`config.mk`:
```
export PLATFORM = sky130hd
export DESIGN_NAME = sliding_window_trend_stats_core
export DESIGN_NICKNAME = d
export VERILOG_FILES = /design/src/rtl/swts_pkg.sv /design/src/rtl/swts_mul.sv /design/src/rtl/swts_div.sv /design/src/rtl/swts_dp.sv /design/src/rtl/swts_ctrl.sv /design/src/rtl/sliding_window_trend_stats_core.sv
export SDC_FILE = /design/constraint.sdc
export NUM_CORES = 2
export LEC_CHECK = 0
export ABC_AREA = 1
export ABC_CLOCK_PERIOD_IN_PS = 18400
export BUFFER_PORTS_ARGS = -buffer_cell sky130_fd_sc_hd__clkbuf_2
export CAP_MARGIN = 10
export CORE_MARGIN = 2
export CORE_UTILIZATION = 55
export DETAILED_ROUTE_END_ITERATION = 16
export PLACE_DENSITY = 0.73
export SYNTH_ARGS = -nofsm -noshare
export SYNTH_HDL_FRONTEND = slang
export SYNTH_SLANG_ARGS = --single-unit
```
`constraint.sdc`:
```
create_clock -name clk -period 18.4 [get_ports clk]
set_input_delay 2.76 -clock clk [delete_from_list [all_inputs] [get_ports clk]]
set_output_delay 2.76 -clock clk [all_outputs]
set_load 0.1 [all_outputs]
```
`src/rtl/swts_pkg.sv`:
```
// Shared types, constants and helper functions of the sliding window trend statistics block.
`default_nettype none

package swts_pkg;

  // Widths fixed by the port fields.
  localparam int WINDOW_BITS = 4;
  localparam int FIELD_BITS  = 32;
  localparam logic [WINDOW_BITS-1:0] WINDOW_RESET = 4'd7;
  localparam logic [63:0] SAT_U32 = 64'h0000_0000_FFFF_FFFF;
  localparam logic [63:0] SAT_S32 = 64'h0000_0000_7FFF_FFFF;

  // Operand selection of the shared multiplier.
  typedef enum logic [1:0] {
    MS_SQ   = 2'd0,
    MS_CS2  = 2'd1,
    MS_S1S1 = 2'd2
  } mul_sel_t;

  // Operand selection of the shared divider.
  typedef enum logic [1:0] {
    DS_STD    = 2'd0,
    DS_GROWTH = 2'd1,
    DS_PCT    = 2'd2
  } div_sel_t;

  // Commands from the controller to the datapath.
  typedef struct packed {
    logic     load;
    logic     rd;
    logic     acc;
    logic     step_k;
    logic     mul_start;
    mul_sel_t mul_sel;
    logic     sq_add;
    logic     m_load;
    logic     m_sub;
    logic     sqrt_init;
    logic     sqrt_step;
    logic     div_start;
    div_sel_t div_sel;
    logic     div_store;
    logic     pct_direct;
    logic     out_load;
  } cmd_t;

  // Status from the datapath to the controller.
  typedef struct packed {
    logic mul_done;
    logic div_done;
    logic need_sq;
    logic last_k;
    logic sqrt_last;
    logic trend_ok;
    logic old_zero;
  } sts_t;

  // Unsigned saturation to 32 bits.
  function automatic logic [FIELD_BITS-1:0] sat_u32(input logic [63:0] v);
    logic [63:0] r;
    r = (v > SAT_U32) ? SAT_U32 : v;
    return r[FIELD_BITS-1:0];
  endfunction

  // Magnitude saturated to the positive signed range, then signed.
  function automatic logic [FIELD_BITS-1:0] sat_pct(input logic [63:0] v, input logic neg);
    logic [63:0] r;
    r = (v > SAT_S32) ? SAT_S32 : v;
    if (neg) begin
      r = 64'd0 - r;
    end
    return r[FIELD_BITS-1:0];
  endfunction

endpackage

`default_nettype wire

```
`src/rtl/swts_mul.sv`:
```
// Shift-and-add multiplier, one multiplier bit per cycle, early finish when done.
`default_nettype none

module swts_mul #(
  parameter int AW = 108,
  parameter int BW = 54
) (
  input  wire logic          clk,
  input  wire logic          rst,
  input  wire logic          start,
  input  wire logic [AW-1:0] a_in,
  input  wire logic [BW-1:0] b_in,
  output logic               done,
  output logic [AW-1:0]      product
);

  logic          busy;
  logic [AW-1:0] a;
  logic [BW-1:0] b;

  // Control: busy until the multiplier operand runs out of set bits.
  always_ff @(posedge clk) begin
    if (rst) begin
      busy <= 1'b0;
      done <= 1'b0;
    end else begin
      done <= 1'b0;
      if (start) begin
        busy <= 1'b1;
      end else if (busy && (b == '0)) begin
        busy <= 1'b0;
        done <= 1'b1;
      end
    end
  end

  // Datapath: add the shifted multiplicand for every set bit.
  always_ff @(posedge clk) begin
    if (start) begin
      a       <= a_in;
      b       <= b_in;
      product <= '0;
    end else if (busy && (b != '0)) begin
      if (b[0]) begin
        product <= product + a;
      end
      a <= a << 1;
      b <= b >> 1;
    end
  end

endmodule

`default_nettype wire

```
`src/rtl/swts_div.sv`:
```
// Restoring divider, one quotient bit per cycle.
`default_nettype none

module swts_div #(
  parameter int DW = 41
) (
  input  wire logic          clk,
  input  wire logic          rst,
  input  wire logic          start,
  input  wire logic [DW-1:0] num,
  input  wire logic [DW-1:0] den,
  output logic               done,
  output logic [DW-1:0]      quo
);

  localparam int CW = $clog2(DW + 1);

  logic          busy;
  logic [CW-1:0] cnt;
  logic [DW:0]   rem;
  logic [DW-1:0] dsr;
  logic [DW:0]   rem_sh;

  assign rem_sh = {rem[DW-1:0], quo[DW-1]};

  // Control: DW steps after start.
  always_ff @(posedge clk) begin
    if (rst) begin
      busy <= 1'b0;
      done <= 1'b0;
      cnt  <= '0;
    end else begin
      done <= 1'b0;
      if (start) begin
        busy <= 1'b1;
        cnt  <= '0;
      end else if (busy) begin
        if (cnt == CW'(DW - 1)) begin
          busy <= 1'b0;
          done <= 1'b1;
        end
        cnt <= cnt + 1'b1;
      end
    end
  end

  // Datapath: shift in one dividend bit, subtract when it fits.
  always_ff @(posedge clk) begin
    if (start) begin
      rem <= '0;
      quo <= num;
      dsr <= den;
    end else if (busy) begin
      if (rem_sh >= {1'b0, dsr}) begin
        rem <= rem_sh - {1'b0, dsr};
        quo <= {quo[DW-2:0], 1'b1};
      end else begin
        rem <= rem_sh;
        quo <= {quo[DW-2:0], 1'b0};
      end
    end
  end

endmodule

`default_nettype wire

```
`src/rtl/swts_dp.sv`:
```
// Datapath: sample ring, window walk accumulators, square root and result registers.
`default_nettype none

module swts_dp #(
  parameter int MAX_WINDOW  = 15,
  parameter int SAMPLE_BITS = 32
) (
  input  wire logic                                 clk,
  input  wire logic                                 rst,
  input  wire swts_pkg::cmd_t                       cmd,
  output swts_pkg::sts_t                            sts,
  input  wire logic                                 cfg_we,
  input  wire logic [swts_pkg::WINDOW_BITS-1:0]     cfg_window,
  input  wire logic [swts_pkg::FIELD_BITS-1:0]      new_sample,
  output logic [swts_pkg::FIELD_BITS-1:0]           growth_avg,
  output logic signed [swts_pkg::FIELD_BITS-1:0]    percent_change,
  output logic [swts_pkg::FIELD_BITS-1:0]           std_dev,
  output logic                                      trend_valid
);

  localparam int SB    = SAMPLE_BITS;
  localparam int DEPTH = MAX_WINDOW + 1;
  localparam int PW    = $clog2(DEPTH);
  localparam int CNTW  = $clog2(DEPTH + 1);
  localparam int RB    = SB + 6;
  localparam int MW    = 2 * RB;
  localparam int DW    = SB + 9;
  localparam int SQW   = $clog2(RB);
  localparam int FB    = swts_pkg::FIELD_BITS;

  logic [SB-1:0]   ring [DEPTH];
  logic [PW-1:0]   wp;
  logic [CNTW-1:0] count;
  logic [swts_pkg::WINDOW_BITS-1:0] win_raw;
  logic [PW-1:0]   w_clamp;
  logic [PW-1:0]   w;
  logic [CNTW-1:0] c;
  logic            ok;
  logic [PW-1:0]   k;
  logic [PW:0]     addr_sum;
  logic [PW-1:0]   addr;
  logic [SB-1:0]   rdata;
  logic [SB-1:0]   prev;
  logic [SB-1:0]   nw;
  logic [SB-1:0]   old;
  logic [RB-1:0]   s1;
  logic [MW-1:0]   s2;
  logic [RB-1:0]   gsum;
  logic [MW-1:0]   m;
  logic [MW-1:0]   sq_op;
  logic [MW-1:0]   sq_res;
  logic [MW-1:0]   sq_one;
  logic [MW-1:0]   sq_sum;
  logic [SQW-1:0]  sq_cnt;
  logic [FB-1:0]   growth_r;
  logic [FB-1:0]   pct_r;
  logic [FB-1:0]   std_r;
  logic [CNTW-1:0] count_next;
  logic [SB-1:0]   sample;
  logic            neg;
  logic [SB-1:0]   mag;
  logic [DW-1:0]   pct_num;
  logic [DW-1:0]   direct_q;
  logic [MW-1:0]   mul_a;
  logic [RB-1:0]   mul_b;
  logic            mul_done;
  logic [MW-1:0]   product;
  logic [DW-1:0]   div_num;
  logic [DW-1:0]   div_den;
  logic            div_done;
  logic [DW-1:0]   div_q;

  assign sample = SB'(new_sample);

  // Effective window: zero acts as one, large values clamp to MAX_WINDOW.
  always_comb begin
    if (win_raw == '0) begin
      w_clamp = PW'(1);
    end else if (int'(win_raw) > MAX_WINDOW) begin
      w_clamp = PW'(MAX_WINDOW);
    end else begin
      w_clamp = PW'(win_raw);
    end
  end

  assign count_next = (count < CNTW'(DEPTH)) ? count + 1'b1 : count;

  // Configuration register.
  always_ff @(posedge clk) begin
    if (rst) begin
      win_raw <= swts_pkg::WINDOW_RESET;
    end else if (cfg_we) begin
      win_raw <= cfg_window;
    end
  end

  // Ring pointer and fill count.
  always_ff @(posedge clk) begin
    if (rst) begin
      wp    <= '0;
      count <= '0;
    end else if (cmd.load) begin
      wp    <= (wp == PW'(DEPTH - 1)) ? '0 : wp + 1'b1;
      count <= count_next;
    end
  end

  // Ring memory: one write per beat, one registered read per walk step.
  always_ff @(posedge clk) begin
    if (cmd.load) begin
      ring[wp] <= sample;
    end
  end

  assign addr_sum = (PW + 1)'(wp) + (PW + 1)'(DEPTH - 1) - (PW + 1)'(k);
  assign addr     = (addr_sum >= (PW + 1)'(DEPTH)) ? PW'(addr_sum - (PW + 1)'(DEPTH))
                                                   : PW'(addr_sum);

  always_ff @(posedge clk) begin
    if (cmd.rd) begin
      rdata <= ring[addr];
    end
  end

  // Per-item window length, element count and trend flag.
  always_ff @(posedge clk) begin
    if (cmd.load) begin
      w  <= w_clamp;
      c  <= (count_next < CNTW'(w_clamp)) ? count_next : CNTW'(w_clamp);
      ok <= count_next > CNTW'(w_clamp);
    end
  end

  // Walk index, newest first.
  always_ff @(posedge clk) begin
    if (cmd.load) begin
      k <= '0;
    end else if (cmd.step_k) begin
      k <= k + 1'b1;
    end
  end

  // Walk accumulators: sum, sum of squares and positive increases, plus the newest and oldest sample.
  always_ff @(posedge clk) begin
    if (cmd.load) begin
      s1   <= '0;
      s2   <= '0;
      gsum <= '0;
    end else begin
      if (cmd.acc) begin
        if (k == '0) begin
          nw <= rdata;
        end
        if (k == w) begin
          old <= rdata;
        end
        if ((k != '0) && (prev > rdata)) begin
          gsum <= gsum + RB'(prev - rdata);
        end
        prev <= rdata;
        if (sts.need_sq) begin
          s1 <= s1 + RB'(rdata);
        end
      end
      if (cmd.sq_add) begin
        s2 <= s2 + product;
      end
    end
  end

  // Multiplier operands.
  always_comb begin
    case (cmd.mul_sel)
      swts_pkg::MS_SQ: begin
        mul_a = MW'(rdata);
        mul_b = RB'(rdata);
      end
      swts_pkg::MS_CS2: begin
        mul_a = s2;
        mul_b = RB'(c);
      end
      swts_pkg::MS_S1S1: begin
        mul_a = MW'(s1);
        mul_b = s1;
      end
      default: begin
        mul_a = '0;
        mul_b = '0;
      end
    endcase
  end

  swts_mul #(
    .AW (MW),
    .BW (RB)
  ) u_mul (
    .clk     (clk),
    .rst     (rst),
    .start   (cmd.mul_start),
    .a_in    (mul_a),
    .b_in    (mul_b),
    .done    (mul_done),
    .product (product)
  );

  // Variance numerator c*S2 - S1*S1.
  always_ff @(posedge clk) begin
    if (cmd.m_load) begin
      m <= product;
    end else if (cmd.m_sub) begin
      m <= m - product;
    end
  end

  // Integer square root, two radicand bits per step.
  assign sq_sum = sq_res + sq_one;

  always_ff @(posedge clk) begin
    if (cmd.sqrt_init) begin
      sq_op  <= m;
      sq_res <= '0;
      sq_one <= MW'(1) << (MW - 2);
      sq_cnt <= '0;
    end else if (cmd.sqrt_step) begin
      if (sq_op >= sq_sum) begin
        sq_op  <= sq_op - sq_sum;
        sq_res <= (sq_res >> 1) + sq_one;
      end else begin
        sq_res <= sq_res >> 1;
      end
      sq_one <= sq_one >> 2;
      sq_cnt <= sq_cnt + 1'b1;
    end
  end

  // Percent change terms.
  assign neg      = nw < old;
  assign mag      = neg ? old - nw : nw - old;
  assign pct_num  = (DW'(mag) << 7) + (DW'(mag) << 6) + (DW'(mag) << 3) + DW'(old);
  assign direct_q = ((DW'(nw) << 6) + (DW'(nw) << 5) + (DW'(nw) << 2) + DW'(128)) >> 8;

  // Divider operands.
  always_comb begin
    case (cmd.div_sel)
      swts_pkg::DS_STD: begin
        div_num = DW'(sq_res[RB-1:0]);
        div_den = DW'(c);
      end
      swts_pkg::DS_GROWTH: begin
        div_num = DW'(gsum);
        div_den = DW'(w);
      end
      swts_pkg::DS_PCT: begin
        div_num = pct_num;
        div_den = DW'(old) << 1;
      end
      default: begin
        div_num = '0;
        div_den = '0;
      end
    endcase
  end

  swts_div #(
    .DW (DW)
  ) u_div (
    .clk   (clk),
    .rst   (rst),
    .start (cmd.div_start),
    .num   (div_num),
    .den   (div_den),
    .done  (div_done),
    .quo   (div_q)
  );

  // Result registers of the current item.
  always_ff @(posedge clk) begin
    if (cmd.load) begin
      growth_r <= '0;
      pct_r    <= '0;
    end else if (cmd.div_store) begin
      case (cmd.div_sel)
        swts_pkg::DS_STD:    std_r    <= swts_pkg::sat_u32(64'(div_q));
        swts_pkg::DS_GROWTH: growth_r <= swts_pkg::sat_u32(64'(div_q));
        swts_pkg::DS_PCT:    pct_r    <= swts_pkg::sat_pct(64'(div_q), neg);
        default:             std_r    <= std_r;
      endcase
    end else if (cmd.pct_direct) begin
      pct_r <= swts_pkg::sat_pct(64'(direct_q), 1'b0);
    end
  end

  // Output register, held until the result beat is taken.
  always_ff @(posedge clk) begin
    if (cmd.out_load) begin
      growth_avg     <= growth_r;
      percent_change <= pct_r;
      std_dev        <= std_r;
      trend_valid    <= ok;
    end
  end

  // Status back to the controller.
  always_comb begin
    sts.mul_done  = mul_done;
    sts.div_done  = div_done;
    sts.need_sq   = CNTW'(k) < c;
    sts.last_k    = k == w;
    sts.sqrt_last = sq_cnt == SQW'(RB - 1);
    sts.trend_ok  = ok;
    sts.old_zero  = old == '0;
  end

endmodule

`default_nettype wire

```
`src/rtl/swts_ctrl.sv`:
```
// Controller: sequences the window walk, multiplies, square root and divisions per item.
`default_nettype none

module swts_ctrl (
  input  wire logic           clk,
  input  wire logic           rst,
  input  wire logic           in_valid,
  output logic                in_ready,
  output logic                out_valid,
  input  wire logic           out_ready,
  output swts_pkg::cmd_t      cmd,
  input  wire swts_pkg::sts_t sts
);

  typedef enum logic [17:0] {
    ST_IDLE      = 18'b000000000000000001,
    ST_RD        = 18'b000000000000000010,
    ST_ACC       = 18'b000000000000000100,
    ST_SQ_WAIT   = 18'b000000000000001000,
    ST_M1_GO     = 18'b000000000000010000,
    ST_M1_WAIT   = 18'b000000000000100000,
    ST_M2_GO     = 18'b000000000001000000,
    ST_M2_WAIT   = 18'b000000000010000000,
    ST_SQRT_INIT = 18'b000000000100000000,
    ST_SQRT      = 18'b000000001000000000,
    ST_DSTD_GO   = 18'b000000010000000000,
    ST_DSTD_WAIT = 18'b000000100000000000,
    ST_DGR_GO    = 18'b000001000000000000,
    ST_DGR_WAIT  = 18'b000010000000000000,
    ST_PZERO     = 18'b000100000000000000,
    ST_DPCT_GO   = 18'b001000000000000000,
    ST_DPCT_WAIT = 18'b010000000000000000,
    ST_DONE      = 18'b100000000000000000
  } state_t;

  state_t state;
  state_t state_next;
  logic   out_free;

  assign in_ready = state == ST_IDLE;
  assign out_free = !out_valid || out_ready;

  // Next state and commands.
  always_comb begin
    state_next = state;
    cmd        = '0;
    cmd.mul_sel = swts_pkg::MS_SQ;
    cmd.div_sel = swts_pkg::DS_STD;
    case (state)
      ST_IDLE: begin
        if (in_valid) begin
          cmd.load   = 1'b1;
          state_next = ST_RD;
        end
      end
      ST_RD: begin
        cmd.rd     = 1'b1;
        state_next = ST_ACC;
      end
      ST_ACC: begin
        cmd.acc = 1'b1;
        if (sts.need_sq) begin
          cmd.mul_start = 1'b1;
          state_next    = ST_SQ_WAIT;
        end else if (sts.last_k) begin
          state_next = ST_M1_GO;
        end else begin
          cmd.step_k = 1'b1;
          state_next = ST_RD;
        end
      end
      ST_SQ_WAIT: begin
        if (sts.mul_done) begin
          cmd.sq_add = 1'b1;
          if (sts.last_k) begin
            state_next = ST_M1_GO;
          end else begin
            cmd.step_k = 1'b1;
            state_next = ST_RD;
          end
        end
      end
      ST_M1_GO: begin
        cmd.mul_start = 1'b1;
        cmd.mul_sel   = swts_pkg::MS_CS2;
        state_next    = ST_M1_WAIT;
      end
      ST_M1_WAIT: begin
        if (sts.mul_done) begin
          cmd.m_load = 1'b1;
          state_next = ST_M2_GO;
        end
      end
      ST_M2_GO: begin
        cmd.mul_start = 1'b1;
        cmd.mul_sel   = swts_pkg::MS_S1S1;
        state_next    = ST_M2_WAIT;
      end
      ST_M2_WAIT: begin
        if (sts.mul_done) begin
          cmd.m_sub  = 1'b1;
          state_next = ST_SQRT_INIT;
        end
      end
      ST_SQRT_INIT: begin
        cmd.sqrt_init = 1'b1;
        state_next    = ST_SQRT;
      end
      ST_SQRT: begin
        cmd.sqrt_step = 1'b1;
        if (sts.sqrt_last) begin
          state_next = ST_DSTD_GO;
        end
      end
      ST_DSTD_GO: begin
        cmd.div_start = 1'b1;
        state_next    = ST_DSTD_WAIT;
      end
      ST_DSTD_WAIT: begin
        if (sts.div_done) begin
          cmd.div_store = 1'b1;
          state_next    = sts.trend_ok ? ST_DGR_GO : ST_DONE;
        end
      end
      ST_DGR_GO: begin
        cmd.div_start = 1'b1;
        cmd.div_sel   = swts_pkg::DS_GROWTH;
        state_next    = ST_DGR_WAIT;
      end
      ST_DGR_WAIT: begin
        cmd.div_sel = swts_pkg::DS_GROWTH;
        if (sts.div_done) begin
          cmd.div_store = 1'b1;
          state_next    = sts.old_zero ? ST_PZERO : ST_DPCT_GO;
        end
      end
      ST_PZERO: begin
        cmd.pct_direct = 1'b1;
        state_next     = ST_DONE;
      end
      ST_DPCT_GO: begin
        cmd.div_start = 1'b1;
        cmd.div_sel   = swts_pkg::DS_PCT;
        state_next    = ST_DPCT_WAIT;
      end
      ST_DPCT_WAIT: begin
        cmd.div_sel = swts_pkg::DS_PCT;
        if (sts.div_done) begin
          cmd.div_store = 1'b1;
          state_next    = ST_DONE;
        end
      end
      ST_DONE: begin
        if (out_free) begin
          cmd.out_load = 1'b1;
          state_next   = ST_IDLE;
        end
      end
      default: begin
        state_next = ST_IDLE;
      end
    endcase
  end

  // State register.
  always_ff @(posedge clk) begin
    if (rst) begin
      state <= ST_IDLE;
    end else begin
      state <= state_next;
    end
  end

  // Result beat flag.
  always_ff @(posedge clk) begin
    if (rst) begin
      out_valid <= 1'b0;
    end else if (cmd.out_load) begin
      out_valid <= 1'b1;
    end else if (out_ready) begin
      out_valid <= 1'b0;
    end
  end

  // A new result never overwrites one that is still waiting.
  a_no_overwrite: assert property (@(posedge clk) disable iff (rst)
    cmd.out_load |-> (!out_valid || out_ready))
    else $error("result overwritten while waiting");

  // An accepted input beat always starts the window walk.
  a_accept_walk: assert property (@(posedge clk) disable iff (rst)
    (in_valid && in_ready) |=> (state == ST_RD))
    else $error("accepted beat did not start the walk");

  // The multiplier cannot report done in the cycle right after a start.
  a_mul_latency: assert property (@(posedge clk) disable iff (rst)
    cmd.mul_start |=> !sts.mul_done)
    else $error("multiplier done too early");

  // A divider result is only stored in a state that waits for it.
  a_div_store: assert property (@(posedge clk) disable iff (rst)
    cmd.div_store |-> sts.div_done)
    else $error("divider result stored without done");

endmodule

`default_nettype wire

```
`src/rtl/sliding_window_trend_stats_core.sv`:
```
// Top level of the sliding window trend statistics block.
//
//   channel   signals                               direction  meaning
//   input     in_valid/in_ready, new_sample         in         one sample per beat
//   result    out_valid/out_ready, growth_avg,      out        one result beat per sample
//             percent_change, std_dev, trend_valid
//   config    cfg_valid/cfg_ready, cfg_data         in         window length register
//
// One item at a time. An item takes the window walk (each square is a bit-serial multiply),
// two further bit-serial multiplies, SAMPLE_BITS + 6 square root steps and up to three
// divisions. All multiplies share one multiplier and all divisions one divider. Reset
// clears the pointer, fill count, window register (to 7) and the controller; the ring
// needs no clearing. A stalled result waits in the output register; the next sample is
// taken once the result is loaded there.
`default_nettype none

module sliding_window_trend_stats_core #(
  parameter int MAX_WINDOW  = 15,
  parameter int SAMPLE_BITS = 32
) (
  input  wire logic                                     clk,
  input  wire logic                                     rst,
  input  wire logic                                     in_valid,
  output logic                                          in_ready,
  input  wire logic [swts_pkg::FIELD_BITS-1:0]          new_sample,
  output logic                                          out_valid,
  input  wire logic                                     out_ready,
  output logic [swts_pkg::FIELD_BITS-1:0]               growth_avg,
  output logic signed [swts_pkg::FIELD_BITS-1:0]        percent_change,
  output logic [swts_pkg::FIELD_BITS-1:0]               std_dev,
  output logic                                          trend_valid,
  input  wire logic                                     cfg_valid,
  output logic                                          cfg_ready,
  input  wire logic [swts_pkg::WINDOW_BITS-1:0]         cfg_data
);

  swts_pkg::cmd_t cmd;
  swts_pkg::sts_t sts;

  // The window register takes a write in any cycle.
  assign cfg_ready = 1'b1;

  swts_ctrl u_ctrl (
    .clk       (clk),
    .rst       (rst),
    .in_valid  (in_valid),
    .in_ready  (in_ready),
    .out_valid (out_valid),
    .out_ready (out_ready),
    .cmd       (cmd),
    .sts       (sts)
  );

  swts_dp #(
    .MAX_WINDOW  (MAX_WINDOW),
    .SAMPLE_BITS (SAMPLE_BITS)
  ) u_dp (
    .clk            (clk),
    .rst            (rst),
    .cmd            (cmd),
    .sts            (sts),
    .cfg_we         (cfg_valid && cfg_ready),
    .cfg_window     (cfg_data),
    .new_sample     (new_sample),
    .growth_avg     (growth_avg),
    .percent_change (percent_change),
    .std_dev        (std_dev),
    .trend_valid    (trend_valid)
  );

endmodule

`default_nettype wire
```
==> results.txt <==
- Using the TritonRoute via totals, the vias-per-cell ratio works out to 5.91.
* Share of the core filled with cells in the final layout: 60.2%
* Row Count: 164
- The analysis attributes to cell leakage a power of 0.0527 uW.
- Delay of the slowest cell on the worst path: 630 ps
- Mapped cell area: 0.111 mm2
- Between clock sinks in the finished design, the worst skew comes to 104 ps.
* Share of total power consumed by net switching: 44.3%
- Endpoint of the most critical register-to-register path: u_dp.u_div.quo[36]
- The setup path with the least slack is of type reg -> reg.
* Top delay family on crit path: simple AND/OR/NAND/NOR gates
* Cell count after placement: 16700
* Critical path launch point: u_dp.old[30]
- Fraction of power consumed by the clock network: 23.5%
- STA puts the critical path data arrival time at 9030 ps.
- For the worst setup path, the data required time is 19020 ps.
- Clk sinks: 1618
- Count of cells along the worst register-to-register path: 38
- TritonCTS built the clock tree.
- Worst flop-to-flop path startpoint: u_dp.old[30]
- Largest net degree at the start of global routing: 184
* HPWL after detailed placement: 291 mm
* Antenna violations before repair: 18
- In this run the remaining antenna-violating nets after routing total 0.
* Flip-flop cell with the highest count after synthesis: sky130_fd_sc_hd__edfxtp_1
* Outcome: completed
- In the final timing run, aggregate negative setup slack is 0 ps.
- Std-Cell Core Area: 0.200 mm2
- Of the available clock period, the critical path in the final layout requires 45.7%.
* Clk Tree Root Cell: sky130_fd_sc_hd__clkbuf_16
* Number of cells on the critical path: 38
- Initial core utilization: 55.3%
* Final routed wire length divided by cell count: 22.2 um
- Number of violations of the max-capacitance limit: 0
* Clock insertion delay at the later pin of the skew report: 900 ps
* Library cell contributing the largest single delay on the critical path: sky130_fd_sc_hd__edfxtp_1
- After the last flow step, the layout net total stands at 15000.
- Counting stages on the worst path, the most repeated cell is sky130_fd_sc_hd__nand2_1.
- Number of global-route vias before repair: 93100
- Worst relative slew slack: 22.9%
- The most critical setup path has its endpoint at u_dp.u_div.quo[36].
- Die outline area: 0.205 mm2
- The number of hold violations in the final report came to 0.
- Number of warning messages in the yosys log: 0
- The first global-routing pass estimated 562 mm of wire.
* Tightest Pin Transition: 1150 ps
* Worst Hold Class: reg -> reg
- Counting flops and latches in the post-synthesis netlist gives 1618.
* IO Count: 141
* RD Place Congestion: 1.02
* Layout area overhead: 8.76%
* Power Dens Cells: 129 mW/mm2
* Total length of routed wires: 378 mm
* Synth cell types: 77
- The H-tree was split into 4 levels.
* Buffers from clock root to sink, at most: 3
- The worst path in the final design needs a cycle of 8410 ps, including I/O delays and setup.
- Clock-pin slew was measured on the worst setup and hold paths at 60 ps.
- The internal portion of the total power is 8620 uW.
* Syn Area/Cell: 7.83 um2
* Number of CTS-inserted buffers: 178
- Critical path buffers and inverters: 4
- Of the synthesized area, sequential elements account for 39.4%.
- Resized Gates After CTS: 0
* Post-CTS setup buffer count: 0
- Along the worst path, the maximum fanout reaches 38.
- Crit path launch type: flip-flop
- Proportion of layout cells with a drive suffix above 1: 5.29%
- Asr flop ratio synth: 0%
* Count of input and output buffers: 139
- Summing over every cut layer, the via total after detailed routing is 101000.
- Sum of internal, switching and leakage power: 15500 uW
- Syn Nets: 15000
- For this run, design rule violations remaining after detail routing come to 0.
* Die Height: 452 um
* Overall overflow remaining after global route: 0
* Worst setup slack for register-to-register paths: 9990 ps
- Worst vdd ir: 0.123 mV
- Timing would allow up to 119 MHz.
- Relative contribution of sequential cells to total power: 29.8%
- Mapped Cells: 14100
- RSZ-0062 raised after global routing: false
- For this run, the total global-route usage over all layers was measured as 35.9%.
- The worst setup path is captured at a flip-flop.
- Of the total power, combinational logic draws 46.6%.
- The pre-antenna-repair detailed-routing pass consisted of 8 iterations.
* NetSw: 6850 uW
* Hold buffer count at cts: 0
* Die Span X: 452 um
* Setup Viol. Count Final: 0
- The number of pins with negative max-slew slack in the final report was 0.
* Final non-filler cell total: 17000
* Final-layout fill cell count: 18500
* Number of design-rule violations left by the first detailed-router iteration: 11500
* Number of flops mapped to enable cells by yosys: 1119
## metrics by stage
step	cell area [um2]	hold slack (ps)	setup WS, ps
2_1_floorplan	111000	400	5680
3_3_place_gp	114000	401	10180
3_5_place_dp	114000	405	10150
4_1_cts	120000	414	10140
5_1_grt	120000	425	9280
6_report	120000	410	9990
## cell type report
| type | instances | area [um2] | share of cell area [%] |
|---|---|---|---|
| Timing Repair Buffer | 240 | 1470 | 1.22 |
| Sequential cell | 1618 | 43600 | 36.3 |
| Inverter | 2153 | 8080 | 6.73 |
| Clock buffer | 232 | 4850 | 4.04 |
| Multi-Input combinational cell | 9993 | 57700 | 48.0 |
| Clock inverter | 98 | 1140 | 0.946 |
| Tap cell | 2656 | 3320 | 2.77 |
| Antenna cell | 13 | 32.5 | 0.0271 |
## Yosys cell counts, drive strengths merged, types with 209 or more instances
cell	number	area share, %
xnor2	252	2.0
inv	2144	7.3
xor2	330	2.6
o21ai	1457	6.6
nand3	396	1.8
nand2	2240	7.8
dfxtp	499	9.0
a21oi	1632	7.4
clkbuf	269	0.91
edfxtp	1119	30
nor2	1425	4.9
ha	759	8.6
a31oi	209	1.2
## routing by layer
| layer | vias to the layer above | global-route usage (%) | part of all wire [%] |
|---|---|---|---|
| li1 | 48400 | - | - |
| met5 | - | 0 | 0.0071 |
| met4 | 4 | 11.7 | 3.4 |
| met3 | 630 | 6.07 | 9.8 |
| met1 | 47100 | 53.0 | 45 |
| met2 | 4398 | 53.1 | 42 |
## state kept, by name, summed over array words and instances (netlist names), 38 cells and up
name                cells
u_dp.sq_one            38
u_dp.m                 76
u_dp.u_mul.b           38
u_dp.u_mul.a           76
u_dp.u_div.quo         41
u_dp.u_div.rem         41
u_dp.ring             512
u_dp.sq_res            76
u_dp.s2                76
u_dp.sq_op             76
u_dp.gsum              38
u_dp.s1                38
u_dp.u_mul.product     76
## worst min-delay path by stage
stage	startpoint	to	cells past startpoint
CTS	u_dp.std_r[15]	u_dp.std_dev[15]	0
floorplan	u_dp.std_r[0]	u_dp.std_dev[0]	0
finish	u_dp.std_r[15]	u_dp.std_dev[15]	0
global placement	u_dp.std_r[18]	u_dp.std_dev[18]	0
detailed placement	u_dp.std_r[12]	u_dp.std_dev[12]	0
global route	u_dp.std_r[9]	u_dp.std_dev[9]	0
## logic make-up (layout without fill, tap and decap cells)
| logic type | count (synthesis) | after routing | share of synthesized area (%) |
|---|---|---|---|
| simple gates | 4503 | 4503 | 16.9 |
| other cells | 2 | 15 | 0.00680 |
| fa+ha+maj | 796 | 796 | 9.26 |
| mux | 131 | 131 | 1.19 |
| xor+xnor | 582 | 582 | 4.61 |
| flops | 1618 | 1618 | 39.4 |
| buf+inv | 2507 | 2723 | 8.60 |
| compound gates | 3979 | 3979 | 20.0 |
## placed cells by master, fill, tap and decap left out, drive strengths merged, types with 76 or more instances in the layout
| master | n |
|---|---|
| edfxtp | 1119 |
| o21ai | 1457 |
| nand4 | 103 |
| nor2 | 1425 |
| nand3 | 396 |
| a31oi | 209 |
| ha | 759 |
| clkinv | 84 |
| nand2 | 2240 |
| o21a | 78 |
| inv | 2151 |
| nor3 | 151 |
| or2 | 76 |
| mux2i | 130 |
| o211ai | 150 |
| buf | 101 |
| xor2 | 330 |
| xnor2 | 252 |
| clkbuf | 371 |
| o22ai | 87 |
| nor4 | 78 |
| dfxtp | 499 |
| a21oi | 1632 |
## worst reg2reg max path, delay by kind of cell (launching register included)
family	cells	cell delay [ps]
AOI/OAI and AO/OA	11	2290
xor gates and xnor gates	2	400
adders and majority gates	4	1630
buffers and inverters	4	790
DFF	1	630
and+or+nand+nor	17	2450
## power groups by stage
| stage | Sequential, uW | Combinational [uW] | Clock [uW] |
|---|---|---|---|
| floorplan | 4490 | 5060 | 0 |
| global placement | 4660 | 6980 | 0 |
| detailed placement | 4670 | 7000 | 0 |
| CTS | 4590 | 7060 | 3680 |
| global route | 4620 | 7970 | 3820 |
| finish | 4610 | 7220 | 3640 |
(Power assumes the default switching activity.)
